## config.mk

```make
export PLATFORM = sky130hd
export DESIGN_NAME = rle_row_decoder
export DESIGN_NICKNAME = d
export VERILOG_FILES = /design/src/rtl/core/rrd_pkg.sv /design/src/rtl/core/rrd_datapath.sv /design/src/rtl/core/rrd_ctrl.sv /design/src/rtl/core/rle_row_decoder.sv
export SDC_FILE = /design/constraint.sdc
export NUM_CORES = 1
export LEC_CHECK = 0
export BUFFER_PORTS_ARGS = -buffer_cell sky130_fd_sc_hd__buf_2
export CORE_MARGIN = 2
export CORE_UTILIZATION = 59
export DETAILED_ROUTE_END_ITERATION = 10
export PLACE_DENSITY_LB_ADDON = 0.15
export SYNTH_ARGS = -nofsm -noshare
export SYNTH_HDL_FRONTEND = slang
export SYNTH_SLANG_ARGS = --single-unit
```

## constraint.sdc

```tcl
create_clock -name clk -period 5.4 [get_ports clk]
set_input_delay 0.27 -clock clk [delete_from_list [all_inputs] [get_ports clk]]
set_output_delay 0.27 -clock clk [all_outputs]
set_load 0.005 [all_outputs]
```

## src/rtl/core/rrd_pkg.sv

```systemverilog
`default_nettype none
// ----------------------------------------------------------------------------
// rrd_pkg
// Shared constants and control types of the run-length row decoder.
// ----------------------------------------------------------------------------
package rrd_pkg;

	localparam int unsigned BYTE_W  = 8;
	localparam int unsigned COUNT_W = 7;
	localparam int unsigned NUM_W   = 2;

	localparam logic [BYTE_W-1:0] COUNT_MASK   = 8'h7F;
	localparam logic [BYTE_W-1:0] LITERAL_FLAG = 8'h80;

	localparam logic [NUM_W-1:0] NUM_NONE = 2'd0;
	localparam logic [NUM_W-1:0] NUM_ONE  = 2'd1;
	localparam logic [NUM_W-1:0] NUM_TWO  = 2'd2;

	typedef struct packed {
		logic hdr_load;
		logic end_emit;
		logic lit_emit;
		logic run_load;
		logic run_emit;
	} rrd_cmd_t;

	typedef struct packed {
		logic hdr_zero;
		logic hdr_literal;
		logic rem_one;
		logic rem_le_two;
		logic out_full;
	} rrd_sts_t;

endpackage
`default_nettype wire

```

## src/rtl/core/rrd_datapath.sv

```systemverilog
`default_nettype none
// ----------------------------------------------------------------------------
// rrd_datapath
// Count register, run value register and the result output register.
// ----------------------------------------------------------------------------
module rrd_datapath (
	input  wire logic                     clk,
	input  wire logic                     arst_n,
	input  wire logic [rrd_pkg::BYTE_W-1:0] code_byte,
	input  wire logic                     out_ready,
	input  wire rrd_pkg::rrd_cmd_t        cmd,
	output rrd_pkg::rrd_sts_t             sts,
	output logic                          out_valid,
	output logic [rrd_pkg::BYTE_W-1:0]    pixel_first,
	output logic [rrd_pkg::BYTE_W-1:0]    pixel_second,
	output logic [rrd_pkg::NUM_W-1:0]     pixel_count,
	output logic                          row_end,
	output logic                          last
);
	import rrd_pkg::*;

	logic [COUNT_W-1:0] remaining_q;
	logic [BYTE_W-1:0]  run_q;
	logic               out_valid_q;
	logic [BYTE_W-1:0]  first_q;
	logic [BYTE_W-1:0]  second_q;
	logic [NUM_W-1:0]   count_q;
	logic               row_end_q;
	logic               last_q;
	logic               any_emit;
	logic [BYTE_W-1:0]  hdr_count;

	assign hdr_count = code_byte & COUNT_MASK;
	assign any_emit  = cmd.end_emit | cmd.lit_emit | cmd.run_emit;

	assign sts.hdr_zero    = (hdr_count == '0);
	assign sts.hdr_literal = ((code_byte & LITERAL_FLAG) != '0);
	assign sts.rem_one     = (remaining_q == COUNT_W'(1));
	assign sts.rem_le_two  = (remaining_q <= COUNT_W'(2));
	assign sts.out_full    = out_valid_q;

	always_ff @(posedge clk or negedge arst_n) begin
		if (!arst_n) begin
			out_valid_q <= 1'b0;
		end else if (any_emit) begin
			out_valid_q <= 1'b1;
		end else if (out_ready) begin
			out_valid_q <= 1'b0;
		end
	end

	always_ff @(posedge clk) begin
		if (cmd.hdr_load) begin
			remaining_q <= hdr_count[COUNT_W-1:0];
		end else if (cmd.lit_emit) begin
			remaining_q <= remaining_q - COUNT_W'(1);
		end else if (cmd.run_emit) begin
			if (sts.rem_le_two) begin
				remaining_q <= '0;
			end else begin
				remaining_q <= remaining_q - COUNT_W'(2);
			end
		end
		if (cmd.run_load) begin
			run_q <= code_byte;
		end
	end

	always_ff @(posedge clk) begin
		if (cmd.end_emit) begin
			first_q   <= '0;
			second_q  <= '0;
			count_q   <= NUM_NONE;
			row_end_q <= 1'b1;
			last_q    <= 1'b1;
		end else if (cmd.lit_emit) begin
			first_q   <= code_byte;
			second_q  <= '0;
			count_q   <= NUM_ONE;
			row_end_q <= 1'b0;
			last_q    <= 1'b1;
		end else if (cmd.run_emit) begin
			first_q   <= run_q;
			second_q  <= sts.rem_one ? '0 : run_q;
			count_q   <= sts.rem_one ? NUM_ONE : NUM_TWO;
			row_end_q <= 1'b0;
			last_q    <= sts.rem_le_two;
		end
	end

	assign out_valid    = out_valid_q;
	assign pixel_first  = first_q;
	assign pixel_second = second_q;
	assign pixel_count  = count_q;
	assign row_end      = row_end_q;
	assign last         = last_q;

endmodule
`default_nettype wire

```

## src/rtl/core/rrd_ctrl.sv

```systemverilog
`default_nettype none
// ----------------------------------------------------------------------------
// rrd_ctrl
// Decoder state machine: header, literal copy, run value and run expansion.
// ----------------------------------------------------------------------------
module rrd_ctrl (
	input  wire logic              clk,
	input  wire logic              arst_n,
	input  wire logic              in_valid,
	input  wire logic              out_ready,
	input  wire rrd_pkg::rrd_sts_t sts,
	output logic                   in_ready,
	output rrd_pkg::rrd_cmd_t      cmd
);
	import rrd_pkg::*;

	localparam logic [1:0] ST_HEADER = 2'd0;
	localparam logic [1:0] ST_COPY   = 2'd1;
	localparam logic [1:0] ST_RUNVAL = 2'd2;
	localparam logic [1:0] ST_EXPAND = 2'd3;

	logic [1:0] state_q;
	logic [1:0] state_d;
	logic       slot_free;
	logic       acc;

	assign slot_free = !sts.out_full || out_ready;
	assign in_ready  = slot_free && (state_q != ST_EXPAND);
	assign acc       = in_valid && in_ready;

	always_comb begin
		state_d = state_q;
		cmd     = '0;
		unique case (state_q)
			ST_HEADER: begin
				if (acc) begin
					if (sts.hdr_zero) begin
						cmd.end_emit = 1'b1;
					end else begin
						cmd.hdr_load = 1'b1;
						state_d      = sts.hdr_literal ? ST_COPY : ST_RUNVAL;
					end
				end
			end
			ST_COPY: begin
				if (acc) begin
					cmd.lit_emit = 1'b1;
					if (sts.rem_one) begin
						state_d = ST_HEADER;
					end
				end
			end
			ST_RUNVAL: begin
				if (acc) begin
					cmd.run_load = 1'b1;
					state_d      = ST_EXPAND;
				end
			end
			ST_EXPAND: begin
				if (slot_free) begin
					cmd.run_emit = 1'b1;
					if (sts.rem_le_two) begin
						state_d = ST_HEADER;
					end
				end
			end
			default: state_d = ST_HEADER;
		endcase
	end

	always_ff @(posedge clk or negedge arst_n) begin
		if (!arst_n) begin
			state_q <= ST_HEADER;
		end else begin
			state_q <= state_d;
		end
	end

`ifndef NO_ASSERTIONS
	a_cmd_onehot: assert property (@(posedge clk) disable iff (!arst_n)
		$onehot0({cmd.hdr_load, cmd.end_emit, cmd.lit_emit, cmd.run_load, cmd.run_emit}))
		else $error("rrd_ctrl: more than one command at once");

	a_no_emit_full: assert property (@(posedge clk) disable iff (!arst_n)
		(cmd.end_emit || cmd.lit_emit || cmd.run_emit) |-> slot_free)
		else $error("rrd_ctrl: result emitted into an occupied output register");

	a_runval_expand: assert property (@(posedge clk) disable iff (!arst_n)
		(state_q == ST_RUNVAL && acc) |=> (state_q == ST_EXPAND))
		else $error("rrd_ctrl: run value accepted without expansion");

	a_expand_holds_input: assert property (@(posedge clk) disable iff (!arst_n)
		(state_q == ST_EXPAND) |-> !in_ready)
		else $error("rrd_ctrl: input taken during run expansion");
`endif

endmodule
`default_nettype wire

```

## src/rtl/core/rle_row_decoder.sv

```systemverilog
`default_nettype none
// ----------------------------------------------------------------------------
// rle_row_decoder
// Byte run-length decoder for one scanline channel.
// ----------------------------------------------------------------------------
// Input channel (in_valid/in_ready, code_byte) takes one compressed byte per
// request. Output channel (out_valid/out_ready) carries one result per
// request: up to two pixel bytes, their count, a row end flag and a last flag
// marking the final result caused by an input byte.
// A literal or row end result is loaded into the output register as its
// byte is accepted. A run value byte is taken, then the run drains at one
// result (two pixels, one for the last of an odd count) per cycle while the
// output register can take it, ceil(count/2) results, with in_ready low;
// the next byte can be taken once the final result is registered and the
// output register has room. A header that loads a count gives no result.
// The rate is set by the single output register: a new result is loaded only
// when it is empty or being taken in the same cycle.
// Reset clears the state machine to the header state and empties the output
// register. When the receiver stalls, the result holds and in_ready drops
// until the output register can take the next result.
// ----------------------------------------------------------------------------
module rle_row_decoder (
	input  wire logic                       clk,
	input  wire logic                       arst_n,
	input  wire logic                       in_valid,
	output logic                            in_ready,
	input  wire logic [rrd_pkg::BYTE_W-1:0] code_byte,
	output logic                            out_valid,
	input  wire logic                       out_ready,
	output logic [rrd_pkg::BYTE_W-1:0]      pixel_first,
	output logic [rrd_pkg::BYTE_W-1:0]      pixel_second,
	output logic [rrd_pkg::NUM_W-1:0]       pixel_count,
	output logic                            row_end,
	output logic                            last
);
	import rrd_pkg::*;

	rrd_cmd_t cmd;
	rrd_sts_t sts;

	rrd_ctrl u_ctrl (
		.clk       (clk),
		.arst_n    (arst_n),
		.in_valid  (in_valid),
		.out_ready (out_ready),
		.sts       (sts),
		.in_ready  (in_ready),
		.cmd       (cmd)
	);

	rrd_datapath u_datapath (
		.clk          (clk),
		.arst_n       (arst_n),
		.code_byte    (code_byte),
		.out_ready    (out_ready),
		.cmd          (cmd),
		.sts          (sts),
		.out_valid    (out_valid),
		.pixel_first  (pixel_first),
		.pixel_second (pixel_second),
		.pixel_count  (pixel_count),
		.row_end      (row_end),
		.last         (last)
	);

endmodule
`default_nettype wire

```

Word level (Yosys, flattened, before mapping). Index checks and enable logic that the tools add are counted.

Bits of input ports: 12. Flip-flop bits (word level): 38. Output and inout bits: 22. Logic and storage cells: 70.

Add/sub/neg operators: 2. Muxes and demuxes: 32. Equal/unequal tests: 12. Reductions and logical operators: 11. Magnitude comparators: 1. Bitwise logic cells: 2.

Operator list (count): 2-to-1 mux 7 bit (4); 2-to-1 mux 8 bit (3); 2-to-1 mux 2 bit (11); 2-to-1 mux 1 bit (13); inequality test 2 x 1 -> 1 bit, second input constant (5); zero test 8 bit (1); case mux 2 bit (4 select lines) (1); equality test 7 x 1 -> 1 bit, second input constant (1); <= comparator 7 x 2 -> 1 bit, second input constant (1); AND reduction 7 bit (1); subtractor 7 x 1 -> 7 bit, second input constant (1); subtractor 7 x 2 -> 7 bit, second input constant (1); inequality test 2 bit, second input constant (3); equality test 2 bit, second input constant (2); nonzero test 2 bit (2); nonzero test 3 bit (1); equality test 2 x 1 -> 1 bit, second input constant (1); logical AND 1 bit (2); zero test 2 bit (1); OR 1 bit (2); OR reduction 2 bit (1); zero test 1 bit (1); logical OR 1 bit (1).

Longest topological paths before layout. Gate-level depths: netlist of the first run.

Word-level depth: 9. Mapped depth: 7. Gate-level depth less buffers: 6.

Modules after synthesis. Synthesis of the first run repeated with hierarchy kept, for this count alone.

Cells, all modules: 180. Area, all modules: 1838.0 um^2.

Modules (own cells, without submodules): rrd_datapath (times used 1, area an instance 1641.6 um^2, cells each 156); rrd_ctrl (times used 1, area an instance 196.4 um^2, cells each 24).

Worst setup path before layout of the first run. Ideal clock, no wire load.

Path kind: register -> register. Start: reg u_datapath.out_valid_q (netlist: u_datapath.out_valid). End: reg u_datapath.run_q[0] (enable). Stages on the path, launching flop included: 5. Data required time: 5.015 ns. Arrival time: 1.405 ns. Setup slack: 3.610 ns. Buffers on the path: 1. Period minus slack after synthesis: 1.790 ns. Path through: dfrtp_1 nand2b_1 buf_2 nand2_1 nor3b_1.

RTL lines: start, declared (RTL line rrd_datapath.sv:24) `logic out_valid_q;`; start signal, assigned (RTL line rrd_datapath.sv:44) `out_valid_q <= 1'b0;`; start signal, assigned (RTL line rrd_datapath.sv:46) `out_valid_q <= 1'b1;`; start signal, assigned (RTL line rrd_datapath.sv:48) `out_valid_q <= 1'b0;`; end signal, assigned (RTL line rrd_datapath.sv:65) `run_q <= code_byte;`; end, declared (RTL line rrd_datapath.sv:23) `logic [BYTE_W-1:0] run_q;`.

Final worst setup path of the first run.
Start: reg u_ctrl.state_q[1]. End: reg u_datapath.remaining_q[6] (enable).

Longest elaborated chain between the ends: 6.

Ends and longest elaborated chain: start, declared (RTL line rrd_ctrl.sv:22) `logic [1:0] state_q;`; start signal, assigned (RTL line rrd_ctrl.sv:75) `state_q <= state_d;`; inequality test 2 bit (RTL line rrd_ctrl.sv:28) `assign in_ready = slot_free && (state_q != ST_EXPAND);`; logical AND 1 bit (RTL line rrd_ctrl.sv:28); logical AND 1 bit (RTL line rrd_ctrl.sv:29) `assign acc = in_valid && in_ready;`; 2-to-1 mux 2 bit / 2-to-1 mux 1 bit (equally long branches) (RTL line rrd_ctrl.sv:36, rrd_ctrl.sv:46); 2-to-1 mux 2 bit / 2-to-1 mux 1 bit (equally long branches) (RTL line rrd_ctrl.sv:34) `unique case (state_q)`; nonzero test 3 bit (no source line) (*); end signal, assigned (RTL line rrd_datapath.sv:54) `remaining_q <= hdr_count[COUNT_W-1:0];`; end signal, assigned (RTL line rrd_datapath.sv:56) `remaining_q <= remaining_q - COUNT_W'(1);`; end signal, assigned (RTL line rrd_datapath.sv:61) `remaining_q <= remaining_q - COUNT_W'(2);`; end, declared (RTL line rrd_datapath.sv:22) `logic [COUNT_W-1:0] remaining_q;`.

Mark *: on every way between the ends. The rest lies on a longest branch, timed or not. A chain may end at the register's enable or synchronous reset.

==> results of run 1 <==
-- flip-flops by register name, indices dropped and copies added (netlist names) --
register,cells
u_datapath.row_end,1
u_datapath.out_valid,1
u_datapath.pixel_count,2
u_datapath.pixel_first,8
u_datapath.last,1
u_datapath.pixel_second,8
u_ctrl.state_q,2
u_datapath.remaining_q,7
u_datapath.run_q,8
-- through the flow --
step / power, mW / instance area [um^2]
2_1_floorplan: 0.907 / 1930
3_3_place_gp: 1.03 / 2090
3_5_place_dp: 1.06 / 2090
4_1_cts: 1.28 / 2200
5_1_grt: 1.37 / 2200
6_report: 1.29 / 2200
-- power by group through the flow --
stage,Sequential (mW),Clock [mW],Combinational [mW]
finish,0.538,0.225,0.522
global route,0.555,0.236,0.582
CTS,0.536,0.227,0.521
detailed placement,0.543,0,0.518
global placement,0.537,0,0.496
floorplan,0.504,0,0.404
-- routing by layer --
layer	vias to the layer above	share of wire [%]	track usage (%)
met3	8	7.6	5.04
met5	-	0	0
met4	0	1.1	8.39
li1	811	-	-
met1	820	40	32.7
met2	85	51	46.2
-- final cells by class --
class / instances / area share [%]
inverters: 6 / 1.02
clock inverters: 2 / 1.76
clock buffers: 6 / 2.85
multi-input cells: 148 / 41.8
flip-flops and latches: 38 / 42.1
repair buffers: 34 / 7.97
well taps: 44 / 2.50
-- path summary, 6_finish.rpt --
check | end | slack [ps] | cells past startpoint
min in group asynchronous | u_datapath.out_valid | 240 | 2
max | u_datapath.remaining_q[6] | 3080 | 3
min reg2reg | u_datapath.pixel_second[6] | 460 | 2
max in group asynchronous | u_ctrl.state_q[0] | 5050 | 2
max reg2reg | u_datapath.remaining_q[6] | 3080 | 3
min | u_datapath.run_q[7] | 150 | 1
-- cell families (layout without fill, tap and decap cells) --
family / after synthesis / in the layout / share of synthesized area, %
adders and majority gates: 5 / 5 / 3.24
buffers and inverters: 18 / 48 / 4.35
xor gates and xnor gates: 3 / 3 / 1.36
DFF: 38 / 38 / 48.0
and+or+nand+nor: 95 / 95 / 25.8
AOI/OAI and AO/OA: 45 / 45 / 17.3
-- cell usage in the layout (no fill, tap or decap), types with 2 or more instances in the layout --
master,n
nand2_1,35
nor3_2,2
buf_2,33
nand2b_1,2
o211ai_1,2
nor3_1,3
inv_1,6
o21a_1,3
o31ai_1,2
edfxtp_1,15
nand3_1,18
ha_1,5
nor2_1,11
o22ai_1,2
nor4_1,5
dfxtp_1,20
and3_1,2
nor2b_1,5
o31a_1,3
clkbuf_4,5
nor3b_1,2
a311oi_1,8
a21oi_1,12
or4_1,2
dfrtp_1,3
o21ai_0,2
xor2_1,2
a22o_1,2
-- synth_stat cells, types with 3 or more instances --
cell / instances
o21a_1: 3
o31a_1: 3
nor4_1: 5
nor2b_1: 5
nand3_1: 18
a21oi_1: 12
clkbuf_1: 4
a311oi_1: 8
dfrtp_1: 3
buf_2: 7
nor3_1: 3
inv_1: 6
edfxtp_1: 15
dfxtp_1: 20
nand2_1: 35
ha_1: 5
nor2_1: 11
-- worst max-delay path, delay by kind of cell, from the launching register on --
| family | cells | cell delay (ps) |
|---|---|---|
| flip-flops | 1 | 480 |
| AND/OR/NAND/NOR | 3 | 1540 |
-- what timing repair did --
item                                   CTS  global route
endpoints found under the hold margin    3             0
buffers inserted                         0             0
hold buffers                             1             0
==> key figures, run 1 <==
Outcome
  – Status: finished clean

Synth
  – Cell count after synthesis: 204
  – YS warnings: 0
  – Netlist cell types: 47
  – Synth top area cells: edfxtp_1 (23%), dfxtp_1 (21%), nand2_1 (6.8%), nand3_1 (4.7%), dfrtp_1 (3.9%)
  – Synth top area share: 23.4%
  – Largest area contributor in the netlist: edfxtp_1
  – Main flop type after synthesis: dfxtp_1
  – Synth Register Bits: 38
  – Post-Syn Area: 1930 um^2
  – Number of synthesized flops with an enable pin: 15
  – Post-Syn Area per Cell: 9.45 um^2
  – Post-Syn Nets: 221
  – Sequential fraction of the synthesis area: 48.0%
  – Async set-or-reset flop fraction in the synthesized netlist: 7.89%

Worst hold path
  – Tightest Hold Check Type: input port to flop
  – Worst hold start: code_byte[7]

Power and ir drop
  – Sw Share: 38.5%
  – Clock power frac: 17.5%
  – Worst VDD drop: 0.414 mV
  – Sw Pwr: 0.495 mW
  – Flop pwr share: 41.8%
  – PwrDens: 585 nW/um^2
  – LEAKAGE: 0.902 nW
  – Internal: 0.791 mW
  – Comb pwr share: 40.6%

Timing
  – Final Hold Vio Count: 0
  – Fmax: 0.431 GHz
  – Endpoints failing setup: 0
  – Setup ws final: 3080 ps
  – Period utilisation layout: 43.0%
  – RSZ-0062 raised after global routing: no
  – Setup TNS: 0 ps
  – Slew Limit Headroom: 22.1%
  – Slew @ Worst Pin: 1170 ps
  – Clock Skew: 16.2 ps
  – Tmin final: 2320 ps
  – Hold slack: 149 ps
  – Max-slew violations: 0

Detailed routing
  – DRC Markers: 0
  – Routed Antenna Nets: 0
  – DR WL/cell: 16.3 um
  – Iteration-0 DRC Markers: 85
  – Total wire length: 4520 um
  – DRT Pass-1 Iters: 8
  – Total vias in the final route: 1724
  – Via density: 6.20

Placed design
  – DP Wirelength: 3310 um
  – GPL Wtd Cong: 0.925
  – Dpl ws: 3160 ps
  – Placed Cells incl. Taps: 269
  – Port-buffer cells: 33

Cells and area
  – Post-Route Utilization: 71.4%
  – NumNets Final: 250
  – Final Non-Filler Cells: 278
  – Area grow syn2layout: 14.0%
  – Total area of sequential cells: 926 um^2
  – Multi-input combinational cell area: 918 um^2
  – Fillcell total: 248
  – N_diodes: 0
  – Share of layout cells above drive strength 1: 21.4%

Floorplanning
  – Die Area: 3740 um^2
  – Core area: 3080 um^2
  – Die height: 61.2 um
  – Initial core utilization: 62.6%
  – Rows: 20
  – Ports: 34
  – Die width: 61.2 um

Clock tree
  – CTS Buf Count: 5
  – CTS clk-pin slew, worst paths: 130 ps
  – Clock H-tree levels: 2
  – Root buffer cell: clkbuf_4
  – CTS tree: yes
  – Clk sink count: 38
  – Clock tree buffer depth: 2
  – Worst-Skew Late Latency: 340 ps
  – # resized after CTS: 0

GRT
  – GRT Overall Usage: 26.4%
  – GR Overflow Total: 0
  – Largest net degree at the start of global routing: 25
  – First-pass GRT wire length: 7120 um
  – Initial antenna violation count: 0
  – Vias in the first global route: 1486

Setup path
  – Worst setup path startpoint: u_ctrl.state_q[1]
  – Crit. End Element: flop
  – R2r startpoint: u_ctrl.state_q[1]
  – Most frequent CP cell: nand3_1
  – CP Cell Sequence: nor2b_1 > nand3_1 > nand3_1
  – Critical path class: flop to flop
  – Worst Setup Start Kind: flop
  – CP max FO: 24
  – CP max stage delay: 680 ps
  – WP data arrival: 2350 ps
  – CP max stage cell: nand3_1
  – Worst EP required: 5430 ps

Job
  – Maxcap violations: 0
Note: power is estimated with default switching activity, not from simulation.
==> run 2: changes to the inputs <==
--- a/config.mk
+++ b/config.mk
@@ -7,7 +7,7 @@
 export LEC_CHECK = 0
 export BUFFER_PORTS_ARGS = -buffer_cell sky130_fd_sc_hd__buf_2
 export CORE_MARGIN = 2
-export CORE_UTILIZATION = 59
+export CORE_UTILIZATION = 55
 export DETAILED_ROUTE_END_ITERATION = 10
 export PLACE_DENSITY_LB_ADDON = 0.15
 export SYNTH_ARGS = -nofsm -noshare
==> constraint.sdc (replaced) <==
create_clock -name clk -period 2.4 [get_ports clk]
set_input_delay 0.12 -clock clk [delete_from_list [all_inputs] [get_ports clk]]
set_output_delay 0.12 -clock clk [all_outputs]
set_load 0.005 [all_outputs]
==> key figures, run 2 (synthesis results as in run 1) <==
Cells and area
  – Most common cell after layout, fill and taps aside: nand2_1
  – N_diodes: 0 (unchanged)
  – Share of layout cells above drive strength 1: 22.3% (+0.95 points)
  – Final Non-Filler Cells: 288 (+3.6%)
  – Most frequent cells in the layout: nand2_1 (35), buf_2 (33), dfxtp_1 (20)
  – Area grow syn2layout: 15.5%
  – NumNets Final: 258 (+3.2%)

Setup path
  – Crit. End Element: flop
  – WP data arrival: 2190 ps (-160 ps)
  – CP max FO: 6 (-75%)
  – R2R depth: 6 (+3)
  – Critical path class: flop to flop
  – Worst EP required: 2620 ps (-2810 ps)
  – Worst Setup Start Kind: flop

Floorplanning
  – Rows: 21 (+5.0%)
  – Initial core utilization: 57.3% (-5.3 points)
  – Ports: 34 (unchanged)
  – Die Area: 4000 um^2 (+6.8%)
  – Die height: 63.2 um (+3.3%)
  – Core area: 3360 um^2 (+9.3%)
  – Die width: 63.2 um (+3.3%)

Clock tree
  – Hold Buf Count CTS: 4 (+3)
  – Root buffer cell: clkbuf_4
  – CTS tree: yes
  – Clock H-tree levels: 2 (unchanged)
  – CTS clk-pin slew, worst paths: 110 ps (-20 ps)
  – CTS Buf Count: 5 (unchanged)
  – Post-CTS Setup Bufs: 0 (unchanged)
  – Worst-Skew Late Latency: 350 ps (about the same)
  – Clock tree buffer depth: 2 (unchanged)
  – Clk sink count: 38 (unchanged)
  – # resized after CTS: 0 (unchanged)

GRT
  – First-pass GRT wire length: 7480 um (+5.0%)
  – GRT Overall Usage: 24.5% (-1.8 points)
  – Largest net degree at the start of global routing: 21 (-16%)
  – GR Overflow Total: 0 (unchanged)
  – Vias in the first global route: 1577 (+6.1%)
  – Initial antenna violation count: 0 (unchanged)

Detailed routing
  – Routed Antenna Nets: 0 (unchanged)
  – Total wire length: 4580 um (+1.3%)
  – Via density: 5.88 (-5.3%)
  – Total vias in the final route: 1692 (-1.9%)
  – DR WL/cell: 15.9 um (-2.2%)
  – DRC Markers: 0 (unchanged)
  – Iteration-0 DRC Markers: 179 (+110%)
  – DRT Pass-1 Iters: 5 (-3)

Placed design
  – GPL Wtd Cong: 0.942 (+1.8%)
  – Port-buffer cells: 33 (unchanged)
  – Dpl ws: 450 ps (-2710 ps)
  – Placed Cells incl. Taps: 276 (+2.6%)
  – DP Wirelength: 3460 um (+4.4%)

Timing
  – Hold slack: 5.71 ps (-143 ps)
  – Setup TNS: 0 ps (unchanged)
  – Tmin final: 1960 ps (-356 ps)
  – Clock Skew: 5.68 ps (-10.5 ps)
  – Slew Limit Headroom: 63.4% (+41 points)
  – Slew @ Worst Pin: 548 ps (-618 ps)
  – Endpoints failing setup: 0 (unchanged)
  – Period utilisation layout: 81.8% (+39 points)
  – RSZ-0062 raised after global routing: no
  – Setup ws final: 436 ps (-2640 ps)
  – Final Hold Vio Count: 0 (unchanged)
  – Fmax: 0.509 GHz (+18%)
  – Max-slew violations: 0 (unchanged)

Job
  – Maxcap violations: 0 (unchanged)

Power and ir drop
  – LEAKAGE: 0.919 nW (+2.0%)
  – Worst VDD drop: 0.633 mV (+53%)
  – PwrDens: 1250 nW/um^2 (+110%)
  – Total power: 2.78 mW (+120%)

Worst hold path
  – Tightest Hold Check Type: input port to flop
  – Hold depth: 1 (unchanged)

Outcome
  – Status: finished clean
## run 2: cell types whose count changed in the layout (fill, tap and decap cells not counted), sizes merged
cell / change
clkbuf: +1
dlygate4sd3: +3
bufinv: -1
buf: +5
## run 2: per-layer routing
| metal | vias up | track usage (%) | share of wire, % |
|---|---|---|---|
| met3 | 13 | 4.29 | 6.2 |
| met5 | - | 0 | 0 |
| met2 | 77 | 40.2 | 49 |
| li1 | 823 | - | - |
| met1 | 779 | 31.2 | 42 |
| met4 | 0 | 12.5 | 2.7 |
## run 2: cell type report
type | instances | area, um^2
clock inverter | 1 | 5.00
sequential | 38 | 926
multi-input combinational | 148 | 918
inverter | 6 | 22.5
timing repair buffer | 42 | 243
tap | 46 | 57.6
fill | 290 | 1140
clock buffer | 7 | 55.1
## run 2: critical path: stages, from the launching register on
cell      delay, ps
edfxtp_1        480
inv_1           190
ha_1            280
inv_1            70
or4_1           510
o211ai_1        170
a22o_1          150
## run 2: path summary, 6_finish.rpt
kind,slack [ps],endpoint,start
setup / recovery,440,u_datapath.remaining_q[5],u_datapath.remaining_q[1]
hold / removal,6,u_datapath.run_q[4],code_byte[4]
setup reg to reg,440,u_datapath.remaining_q[5],u_datapath.remaining_q[1]
hold reg to reg,460,u_datapath.pixel_second[0],u_datapath.pixel_second[0]
max in group asynchronous,2210,u_datapath.out_valid,arst_n
min in group asynchronous,90,u_ctrl.state_q[1],arst_n
## run 2: power by group
| part | switching (mW) | internal [mW] | total, mW |
|---|---|---|---|
| clock | 0.211 | 0.142 | 0.353 |
| sequential | 0.237 | 0.970 | 1.21 |
| combinational | 0.658 | 0.564 | 1.22 |
| total | 1.11 | 1.68 | 2.78 |
## run 2: stage by stage
stage	util, %	instance area [um^2]
2_1_floorplan	-	1930
3_3_place_gp	63.2	2130
3_5_place_dp	63.2	2130
4_1_cts	66.2	2230
5_1_grt	66.2	2230
6_report	66.2	2230
==> run 3: changes to the inputs <==
--- a/config.mk
+++ b/config.mk
@@ -7,7 +7,7 @@
 export LEC_CHECK = 0
 export BUFFER_PORTS_ARGS = -buffer_cell sky130_fd_sc_hd__buf_2
 export CORE_MARGIN = 2
-export CORE_UTILIZATION = 55
+export CORE_UTILIZATION = 50
 export DETAILED_ROUTE_END_ITERATION = 10
 export PLACE_DENSITY_LB_ADDON = 0.15
 export SYNTH_ARGS = -nofsm -noshare
==> constraint.sdc (replaced) <==
create_clock -name clk -period 1.8 [get_ports clk]
set_input_delay 0.09 -clock clk [delete_from_list [all_inputs] [get_ports clk]]
set_output_delay 0.09 -clock clk [all_outputs]
set_load 0.005 [all_outputs]
==> key figures, run 3 (synthesis results as in run 1) <==
Placed design
  – DP Wirelength: 3660 um (+5.7%)
  – Dpl ws: 18.4 ps (-431 ps)
  – GPL Wtd Cong: 0.885 (-6.0%)
  – Port-buffer cells: 33 (unchanged)

Worst hold path
  – Tightest Hold Check Type: input port to flop
  – Hold depth: 1 (unchanged)

Clock tree
  – CTS Buf Count: 5 (unchanged)
  – Root buffer cell: clkbuf_8
  – Clock H-tree levels: 2 (unchanged)
  – Clock tree buffer depth: 2 (unchanged)
  – Clk sink count: 38 (unchanged)
  – CTS clk-pin slew, worst paths: 80 ps (-30 ps)
  – CTS tree: yes
  – Worst-Skew Late Latency: 290 ps (-60 ps)

Cells and area
  – Most frequent cells in the layout: nand2_1 (35), buf_2 (33), buf_4 (23)
  – Area grow syn2layout: 24.1%
  – N_diodes: 0 (unchanged)
  – Most common cell after layout, fill and taps aside: nand2_1
  – NumNets Final: 274 (+6.2%)
  – Share of layout cells above drive strength 1: 29.8% (+7.5 points)

Floorplanning
  – Die width: 66.1 um (+4.6%)
  – Core area: 3690 um^2 (+9.7%)
  – Rows: 22 (+4.8%)
  – Initial core utilization: 52.3% (-5.1 points)
  – Ports: 34 (unchanged)
  – Die Area: 4370 um^2 (+9.4%)
  – Die height: 66.1 um (+4.6%)

Setup path
  – CP Cell Sequence: nor4_4 > o22ai_1 > o32a_1
  – CP max FO: 6 (unchanged)
  – Worst setup path startpoint: u_datapath.remaining_q[3]
  – R2r startpoint: u_datapath.remaining_q[3]
  – Worst Setup Start Kind: flop
  – CP max stage delay: 510 ps (about the same)
  – Crit path to: u_datapath.remaining_q[6]
  – Crit. End Element: flop
  – R2R depth: 3 (-3)
  – R2r setup slk: 70 ps (-370 ps)
  – Reg2reg end: u_datapath.remaining_q[6]
  – WP data arrival: 1780 ps (-410 ps)
  – Critical path class: flop to flop
  – CP max stage cell: edfxtp_1
  – Worst EP required: 1850 ps (-770 ps)

Power and ir drop
  – Worst VDD drop: 0.806 mV (+27%)
  – LEAKAGE: 1.02 nW (+11%)
  – PwrDens: 1740 nW/um^2 (+39%)
  – Total power: 4.16 mW (+49%)

Timing
  – Tmin final: 1730 ps (-230 ps)
  – Period utilisation layout: 96.3% (+15 points)
  – Max-slew violations: 0 (unchanged)
  – Hold slack: 21.7 ps (+16.0 ps)
  – Slew Limit Headroom: 68.0% (+4.7 points)
  – Slew @ Worst Pin: 479 ps (-69.3 ps)
  – Final Hold Vio Count: 0 (unchanged)
  – Fmax: 0.577 GHz (+13%)
  – Clock Skew: 6.18 ps (+0.505 ps)
  – Endpoints failing setup: 0 (unchanged)
  – Setup ws final: 66.0 ps (-370 ps)

Detailed routing
  – Iteration-0 DRC Markers: 139 (-22%)
  – DR WL/cell: 16.5 um (+3.8%)
  – Via density: 5.87 (about the same)
  – Total wire length: 5050 um (+10%)
  – DRT Pass-1 Iters: 4 (-1)
  – Total vias in the final route: 1796 (+6.1%)
  – DRC Markers: 0 (unchanged)
  – Routed Antenna Nets: 0 (unchanged)

GRT
  – GR Overflow Total: 0 (unchanged)
  – GRT Overall Usage: 24.4% (-0.090 points)
  – First-pass GRT wire length: 7870 um (+5.3%)
  – Vias in the first global route: 1619 (+2.7%)
  – Initial antenna violation count: 0 (unchanged)
  – Largest net degree at the start of global routing: 20 (-4.8%)

Job
  – Maxcap violations: 0 (unchanged)

Outcome
  – Status: finished clean
## run 3: timing repair
item | CTS | global route
endpoints found under the setup margin | 0 | 4
resized for setup | 0 | 3
buffers inserted | 0 | 1
hold buffers | 1 | 0
hold endpoints to repair | 3 | 0
## run 3: worst min-delay path by stage
| stage | to | slack [ps] | start |
|---|---|---|---|
| after floorplan | u_ctrl.state_q[0] | -210 | arst_n |
| after CTS | u_datapath.run_q[6] | 20 | code_byte[6] |
| after global placement | u_datapath.out_valid | -120 | arst_n |
| after global routing | u_datapath.run_q[6] | 20 | code_byte[6] |
| final | u_datapath.run_q[6] | 20 | code_byte[6] |
| after detailed placement | u_datapath.out_valid | -110 | arst_n |
## run 3: cell type report
class / instances / area (um^2)
Sequential cell: 38 / 926
Multi-Input combinational cell: 148 / 923
Clock buffer: 6 / 82.6
Clock inverter: 2 / 11.3
Inverter: 6 / 22.5
Fill cell: 311 / 1290
Tap cell: 48 / 60.1
Timing Repair Buffer: 58 / 368
## run 3: power breakdown
group / switching, mW / leakage, nW / internal [mW]
Clock: 0.310 / 0.0515 / 0.309
Sequential: 0.203 / 0.337 / 1.29
Combinational: 1.08 / 0.629 / 0.962
## run 3: routing by layer
| metal | track usage, % | wire, um | up-vias |
|---|---|---|---|
| li1 | - | - | 855 |
| met1 | 31.3 | 2090 | 849 |
| met2 | 40.6 | 2490 | 80 |
| met3 | 3.75 | 384 | 12 |
| met4 | 10.7 | 97 | 0 |
| met5 | 0 | 0 | - |
## run 3: per-stage QoR
stage	instances	util [%]	cell area, um^2	setup TNS, ps
finish	306	64.9	2390	0
global route	306	64.9	2390	-0.474
CTS	305	64.6	2380	0
detailed placement	296	61.7	2280	0
global placement	296	61.7	2280	0
floorplan	204	-	1930	0
## run 3: critical path, delay by kind of cell, from the launching register on
| family | cells | cell delay, ps |
|---|---|---|
| flops | 1 | 510 |
| compound gates | 2 | 530 |
| simple gates | 1 | 450 |
